File: src/rtl/tlbpt_pkg.sv
// ----------------------------------------------------------------------------
// tlbpt_pkg
// Shared types and fixed constants of the TLB page-table translator.
// ----------------------------------------------------------------------------
package tlbpt_pkg;

    // Widths of the request and result words.
    localparam int VA_W       = 16;
    localparam int PA_W       = 16;
    localparam int TOTAL_W    = 16;

    // Physical frames are handed out in order from zero.
    localparam int FRAME_W    = 8;
    localparam int NUM_FRAMES = 256;
    localparam int FREE_W     = 9;

    typedef logic [VA_W-1:0]    t_vaddr;
    typedef logic [PA_W-1:0]    t_paddr;
    typedef logic [TOTAL_W-1:0] t_total;
    typedef logic [FRAME_W-1:0] t_frame;
    typedef logic [FREE_W-1:0]  t_free;

    // One page-table entry as held in the RAM.
    typedef struct packed {
        logic   present;
        t_frame frame;
    } t_pt_entry;

endpackage

File: src/rtl/tlbpt_ram.sv
// ----------------------------------------------------------------------------
// tlbpt_ram
// Generic single-write, single-read synchronous RAM with a registered read.
// ----------------------------------------------------------------------------
module tlbpt_ram #(
    parameter int WIDTH = 9,
    parameter int DEPTH = 256,
    localparam int AW   = $clog2(DEPTH)
) (
    input  logic             i_clk,
    input  logic             i_wr_en,
    input  logic [AW-1:0]    i_wr_addr,
    input  logic [WIDTH-1:0] i_wr_data,
    input  logic             i_rd_en,
    input  logic [AW-1:0]    i_rd_addr,
    output logic [WIDTH-1:0] o_rd_data
);

    logic [WIDTH-1:0] r_mem [DEPTH];
    logic [WIDTH-1:0] r_rd_data;

    // Write port.
    always_ff @(posedge i_clk) begin
        if (i_wr_en) begin
            r_mem[i_wr_addr] <= i_wr_data;
        end
    end

    // Read port; the data holds until the next read.
    always_ff @(posedge i_clk) begin
        if (i_rd_en) begin
            r_rd_data <= r_mem[i_rd_addr];
        end
    end

    assign o_rd_data = r_rd_data;

endmodule

File: src/rtl/tlb_page_table_translator.sv
// ----------------------------------------------------------------------------
// tlb_page_table_translator
// Translates virtual addresses through a page table and a FIFO-replaced TLB.
// ----------------------------------------------------------------------------
// Usage:
// The request channel (i_valid / o_ready) carries one virtual address; its
// upper PAGE_BITS bits above the low OFFSET_BITS bits name the page. The
// result channel (o_valid / i_ready) returns the physical address, the TLB
// hit and page-fault flags and three saturating running totals.
// A page without a page-table entry gets the next free frame; once all 256
// frames are given out such a page stays unmapped and translates to frame 0.
// For each request the page-table RAM is read in the accept cycle; the
// registered entry is then checked, updated and written back together
// with the TLB lookup and fill once the result register can take it. A
// new request is accepted only after that, so one is in flight at a time.
// The result sits in an output register; a stalled receiver holds the
// finished request in the second stage, and o_ready stays low until the
// result register can take it.
// After reset all 2**PAGE_BITS page-table entries (256 by default) are
// cleared one entry per cycle; o_ready is low during that pass.
// ----------------------------------------------------------------------------
module tlb_page_table_translator #(
    parameter int TLB_ENTRIES = 16,
    parameter int PAGE_BITS   = 8,
    parameter int OFFSET_BITS = 8
) (
    input  logic               i_clk,
    input  logic               i_rst_n,
    input  logic               i_valid,
    output logic               o_ready,
    input  tlbpt_pkg::t_vaddr  i_virtual_address,
    output logic               o_valid,
    input  logic               i_ready,
    output tlbpt_pkg::t_paddr  o_physical_address,
    output logic               o_tlb_hit,
    output logic               o_page_fault,
    output tlbpt_pkg::t_total  o_hit_total,
    output tlbpt_pkg::t_total  o_fault_total,
    output tlbpt_pkg::t_total  o_translated_total
);

    import tlbpt_pkg::*;

    localparam int PT_DEPTH = 1 << PAGE_BITS;
    localparam int SLOT_W   = $clog2(TLB_ENTRIES);
    localparam int FILL_W   = $clog2(TLB_ENTRIES + 1);
    localparam int VAX_W    = (PAGE_BITS + OFFSET_BITS > VA_W) ?
                              PAGE_BITS + OFFSET_BITS : VA_W;
    localparam int PAX_W    = (FRAME_W + OFFSET_BITS > PA_W) ?
                              FRAME_W + OFFSET_BITS : PA_W;

    // Control state.
    logic                   r_clearing;
    logic [PAGE_BITS-1:0]   r_clr_addr;
    logic                   r_busy;
    logic                   r_out_valid;
    t_free                  r_next_free;
    logic [FILL_W-1:0]      r_fill;
    logic [SLOT_W-1:0]      r_repl;
    t_total                 r_hit_total;
    t_total                 r_fault_total;
    t_total                 r_xlat_total;

    // Payload state.
    logic [PAGE_BITS-1:0]   r_page;
    logic [OFFSET_BITS-1:0] r_offset;
    logic [PAGE_BITS-1:0]   r_tag [TLB_ENTRIES];
    t_paddr                 r_pa;
    logic                   r_hit;
    logic                   r_fault;

    logic                   accept;
    logic                   done;
    logic                   out_take;
    logic [VAX_W-1:0]       va_ext;
    logic [PAGE_BITS-1:0]   in_page;
    logic [OFFSET_BITS-1:0] in_offset;
    logic [$bits(t_pt_entry)-1:0] rd_data;
    t_pt_entry              pt_entry;
    logic                   can_alloc;
    logic                   fault;
    logic                   mapped;
    t_frame                 frame;
    logic [TLB_ENTRIES-1:0] match;
    logic                   hit;
    logic                   tlb_full;
    logic                   tlb_load;
    logic [SLOT_W-1:0]      slot;
    logic [PAX_W-1:0]       pa_ext;
    logic                   wr_en;
    logic [PAGE_BITS-1:0]   wr_addr;
    t_pt_entry              wr_entry;

    // Handshakes. One request is in flight at a time, so a page-table write
    // back always lands before the next read of the RAM.
    assign o_ready  = !r_busy && !r_clearing;
    assign accept   = i_valid && o_ready;
    assign out_take = r_out_valid && i_ready;
    assign done     = r_busy && (!r_out_valid || i_ready);

    // Split the virtual address; bits beyond page and offset are ignored.
    assign va_ext    = VAX_W'(i_virtual_address);
    assign in_page   = va_ext[OFFSET_BITS +: PAGE_BITS];
    assign in_offset = va_ext[OFFSET_BITS-1:0];

    // Page-table entry check and frame allocation.
    assign pt_entry  = t_pt_entry'(rd_data);
    assign can_alloc = r_next_free < FREE_W'(NUM_FRAMES);
    assign fault     = !pt_entry.present && can_alloc;
    assign mapped    = pt_entry.present || fault;

    always_comb begin
        if (pt_entry.present) begin
            frame = pt_entry.frame;
        end else if (fault) begin
            frame = r_next_free[FRAME_W-1:0];
        end else begin
            frame = '0;
        end
    end

    // Fully associative lookup. Slots fill in order and never empty, so a
    // slot is valid exactly when its index is below the fill count. The
    // frame of a hit equals the page-table frame, so no frame is kept here.
    always_comb begin
        for (int i = 0; i < TLB_ENTRIES; i++) begin
            match[i] = (FILL_W'(i) < r_fill) && (r_tag[i] == r_page);
        end
    end

    assign hit      = |match;
    assign tlb_full = r_fill == FILL_W'(TLB_ENTRIES);
    assign tlb_load = done && !hit && mapped;
    assign slot     = tlb_full ? r_repl : r_fill[SLOT_W-1:0];

    assign pa_ext   = PAX_W'({frame, r_offset});

    // Page-table write port, shared by the clearing pass and allocation.
    assign wr_en    = r_clearing || (done && fault);
    assign wr_addr  = r_clearing ? r_clr_addr : r_page;
    assign wr_entry = r_clearing ? t_pt_entry'('0) :
                      t_pt_entry'{present: 1'b1, frame: r_next_free[FRAME_W-1:0]};

    tlbpt_ram #(
        .WIDTH ($bits(t_pt_entry)),
        .DEPTH (PT_DEPTH)
    ) u_page_table (
        .i_clk     (i_clk),
        .i_wr_en   (wr_en),
        .i_wr_addr (wr_addr),
        .i_wr_data (wr_entry),
        .i_rd_en   (accept),
        .i_rd_addr (in_page),
        .o_rd_data (rd_data)
    );

    // Clearing pass after reset.
    always_ff @(posedge i_clk) begin
        if (!i_rst_n) begin
            r_clearing <= 1'b1;
            r_clr_addr <= '0;
        end else if (r_clearing) begin
            r_clr_addr <= r_clr_addr + 1'b1;
            if (r_clr_addr == {PAGE_BITS{1'b1}}) begin
                r_clearing <= 1'b0;
            end
        end
    end

    // Request capture and stage occupancy.
    always_ff @(posedge i_clk) begin
        if (!i_rst_n) begin
            r_busy <= 1'b0;
        end else if (accept) begin
            r_busy <= 1'b1;
        end else if (done) begin
            r_busy <= 1'b0;
        end
    end

    always_ff @(posedge i_clk) begin
        if (accept) begin
            r_page   <= in_page;
            r_offset <= in_offset;
        end
    end

    // Frame allocator.
    always_ff @(posedge i_clk) begin
        if (!i_rst_n) begin
            r_next_free <= '0;
        end else if (done && fault) begin
            r_next_free <= r_next_free + 1'b1;
        end
    end

    // TLB fill count, FIFO pointer and tags.
    always_ff @(posedge i_clk) begin
        if (!i_rst_n) begin
            r_fill <= '0;
            r_repl <= '0;
        end else if (tlb_load) begin
            if (!tlb_full) begin
                r_fill <= r_fill + 1'b1;
            end else if (r_repl == SLOT_W'(TLB_ENTRIES - 1)) begin
                r_repl <= '0;
            end else begin
                r_repl <= r_repl + 1'b1;
            end
        end
    end

    always_ff @(posedge i_clk) begin
        if (tlb_load) begin
            r_tag[slot] <= r_page;
        end
    end

    // Result register and saturating totals.
    always_ff @(posedge i_clk) begin
        if (!i_rst_n) begin
            r_out_valid   <= 1'b0;
            r_hit_total   <= '0;
            r_fault_total <= '0;
            r_xlat_total  <= '0;
        end else if (done) begin
            r_out_valid <= 1'b1;
            if (hit && r_hit_total != '1) begin
                r_hit_total <= r_hit_total + 1'b1;
            end
            if (fault && r_fault_total != '1) begin
                r_fault_total <= r_fault_total + 1'b1;
            end
            if (r_xlat_total != '1) begin
                r_xlat_total <= r_xlat_total + 1'b1;
            end
        end else if (out_take) begin
            r_out_valid <= 1'b0;
        end
    end

    always_ff @(posedge i_clk) begin
        if (done) begin
            r_pa    <= pa_ext[PA_W-1:0];
            r_hit   <= hit;
            r_fault <= fault;
        end
    end

    assign o_valid            = r_out_valid;
    assign o_physical_address = r_pa;
    assign o_tlb_hit          = r_hit;
    assign o_page_fault       = r_fault;
    assign o_hit_total        = r_hit_total;
    assign o_fault_total      = r_fault_total;
    assign o_translated_total = r_xlat_total;

endmodule

File: config.mk
export PLATFORM = sky130hd
export DESIGN_NAME = tlb_page_table_translator
export DESIGN_NICKNAME = d
export VERILOG_FILES = /design/src/rtl/tlbpt_pkg.sv /design/src/rtl/tlbpt_ram.sv /design/src/rtl/tlb_page_table_translator.sv
export SDC_FILE = /design/constraint.sdc
export NUM_CORES = 2
export LEC_CHECK = 0
export CORE_MARGIN = 4
export CORE_UTILIZATION = 55
export DETAILED_ROUTE_END_ITERATION = 8
export DONT_BUFFER_PORTS = 1
export MAX_ROUTING_LAYER = met4
export PLACE_DENSITY = 0.79
export SYNTH_ARGS = -nofsm -noshare
export SYNTH_HDL_FRONTEND = slang
export SYNTH_SLANG_ARGS = --single-unit
File: constraint.sdc
create_clock -name i_clk -period 9.3 [get_ports i_clk]
set_input_delay 1.86 -clock i_clk [delete_from_list [all_inputs] [get_ports i_clk]]
set_output_delay 1.86 -clock i_clk [all_outputs]
set_load 0.005 [all_outputs]
==> flow_summary.yaml <==
sta:
  hold_viol_final: 0
  setup_tns_ps: 0
  fmax_mhz: 141
  layout_min_cycle_time_ps: 7100
  slew_violations: 474
  relSlewSlack_pct: -98.5
  rsz0062_at_grt: "false"
  hold_ws_ps: 421
  worstMarginPinSlew_ps: 2980
  fin_skew_ps: 31.6
  min_period_over_period_pct: 76.4
  setup_viol: 0
power_and_ir_drop:
  intPower_mw: 18.2
  combPwrFrac_pct: 2.8
  total_power_mw: 22.7
  p_seq_share_pct: 54.8
  p_per_area_nw_per_um2: 207
  power.share.switching_pct: 20.0
  power.switching_mw: 4.55
  p_clk_share_pct: 42.4
  peakVddDrop_uv: 163
  leakagePower_nw: 35.2
cells_and_area:
  final_nets: 4929
  multi_input_area_um2: 22400
  layout_common_cells: "2475 x edfxtp_1, 592 x mux4_2, 343 x nor2_1, 232 x clkbuf_16, 136 x mux2i_1"
  mostFrequentLayoutCell: "edfxtp_1"
  final.fill_count: 11600
  layout.area.seq_um2: 75900
  drive_gt1_share_pct: 20.4
  syn_to_final_growth_pct: 10.0
run_status:
  status: "finished with violations"
  violations: "max-slew violations"
synth:
  syn_avg_cell_area_um2: 20.4
  synth_area_um2: 99600
  ys_ff_latch: 2552
  yosysWarnings: 0
  ys_seq_area_share_pct: 76.2
  synth_edf_count: 2475
  synth_top_area_share_pct: 74.6
  syn_inst: 4874
  synthDistinctLibCells: 65
  async_flop_share_pct: 0
  synth_largest_area_cell: "edfxtp_1"
  yosys-top-cells-area: "edfxtp_1 75%, mux4_2 13%, dfxtp_1 1.5%"
  syn_nets: 4902
  ys.flop_type: "edfxtp_1"
drt:
  dr.pass1.iters: 6
  ant_nets: 0
  wire_per_inst_um: 32.4
  initialDrtViolationCount: 8323
  wirelength_um: 242000
  vias: 50600
  drc: 0
  routed_via_density: 6.77
die:
  initial_core_util_pct: 55.6
  die-area_um2: 188000
  fp.coreArea_um2: 179000
  die_h_um: 434
  rows: 155
  die_x_um: 434
  pin_count: 88
setup_path:
  path_max_fanout: 152
  r2r_cells: 5
  endpoint_kind: "flip-flop"
  crit_required_ps: 9920
  rr_startpoint: "r_clearing"
  worstReg2RegEnd: "u_page_table.r_mem[187][4]"
  setup.worst_path.start_class: "input port"
  worstSetupPathType: "input port to flip-flop"
  crit_arrival_ps: 7730
  reg2reg_slack_ps: 4610
clocking:
  clk_pin_slew_worst_paths_ps: 60
  clockRootBuffer: "clkbuf_16"
  cts_setup_buffers: 0
  clock_sinks: 2552
  cts_buffers: 229
  worst_skew_pair.late_latency_ps: 870
  tritoncts: "done"
  cts-resized-gates: 0
  clock_path_buffers: 3
  htree_levels: 4
  holdBufCountCts: 0
global_route:
  grt_pass1_vias: 50500
  antenna_found_initial: 9
  grtUsageTotal_pct: 26.8
  grt_pass1_wl_um: 356000
  grt_max_degree: 584
  overflow: 0
min_path:
  holdPathStages: 0
  worstHoldPathType: "flip-flop to flip-flop"
  worstHoldStart: "r_offset[1]"
  hold_end: "o_physical_address[1]"
placed_design:
  hpwl_um: 132000
  gp_congestion: 0.885
  placement.io_buffers: 0
flow_run:
  maxCapViolCount: 0
metal layers:
metal  part of all wire (%)  wire [um]  GRT usage [%]
met1                     35      84800           35.2
met2                     47     114000           40.2
met3                     13      31100           7.44
met4                    4.9      11800           10.9
met5                      0          0              -
metrics by stage:
| step | area, um2 | std cells | setup WS [ps] | utilization [%] |
|---|---|---|---|---|
| 2_1_floorplan | 99600 | 4874 | 530 | - |
| 3_3_place_gp | 102000 | 7022 | 3290 | 56.8 |
| 3_5_place_dp | 102000 | 7022 | 2990 | 56.8 |
| 4_1_cts | 109000 | 7453 | 3920 | 61.1 |
| 5_1_grt | 110000 | 7464 | 1970 | 61.1 |
| 6_report | 110000 | 7465 | 2200 | 61.2 |
worst max-delay path, stage by stage:
cell      delay [ps]
buf_16           520
buf_16           830
clkinv_1        1230
nor2_1           850
a221oi_1         210
a21oi_1          220
o21ai_0          370
nor4_1          1110
nor4_1           130
o21a_1           160
flip-flops by register name, summed over array words and instances (netlist names), 8 cells and up:
register / count
o_fault_total: 16
r_tag: 128
u_page_table.o_rd_data: 9
o_hit_total: 16
o_translated_total: 16
o_physical_address: 16
r_offset: 8
r_page: 8
r_clr_addr: 8
r_next_free: 9
u_page_table.r_mem: 2304
synthesized netlist by cell type, drive strengths merged (43+ instances only):
cell type	count
mux2i	136
o21ai	51
nand3	43
edfxtp	2475
buf	169
mux4	592
nor2b	44
nor2	347
xor2	48
nand2	122
o22ai	51
clkbuf	105
xnor2	113
dfxtp	77
a21oi	51
nor3	57
worst max path at each step:
stage	start	end	slack, ps	depth (start not counted)
3_5_place_dp	i_virtual_address[8]	u_page_table.o_rd_data[7]	2990	8
3_3_place_gp	i_virtual_address[8]	u_page_table.o_rd_data[4]	3290	8
5_1_grt	i_virtual_address[8]	u_page_table.o_rd_data[7]	1970	10
6_report	i_virtual_address[8]	u_page_table.o_rd_data[7]	2200	10
4_1_cts	i_virtual_address[8]	u_page_table.o_rd_data[7]	3920	8
2_1_floorplan	r_clearing	u_page_table.r_mem[0][3]	530	5
cell families after synthesis:
family	Yosys count	share of synthesized area, %
DFF	2552	76.2
and+or+nand+nor	767	3.55
muxes	737	14.9
AOI/OAI and AO/OA	349	2.45
buffers and inverters	300	1.47
xor gates and xnor gates	161	1.42
adders and majority gates	8	0.100
power by group through the flow:
stage,combinational (mW),clock [mW],sequential [mW]
3_5_place_dp,0.526,0,12.7
6_report,0.630,9.63,12.4
3_3_place_gp,0.518,0,12.7
4_1_cts,0.535,9.68,12.4
5_1_grt,0.630,10.2,12.4
2_1_floorplan,0.493,0,12.7
area by class of cell:
class,count,share of cell area [%]
flip-flops and latches,2552,69.2
repair buffers,70,0.569
clock inverters,155,1.48
multi-input cells,2022,20.4
inverters,26,0.0959
diodes,9,0.0206
well taps,2355,2.69
clock buffers,276,5.51
No activity file was read; power rests on OpenSTA's default activity.
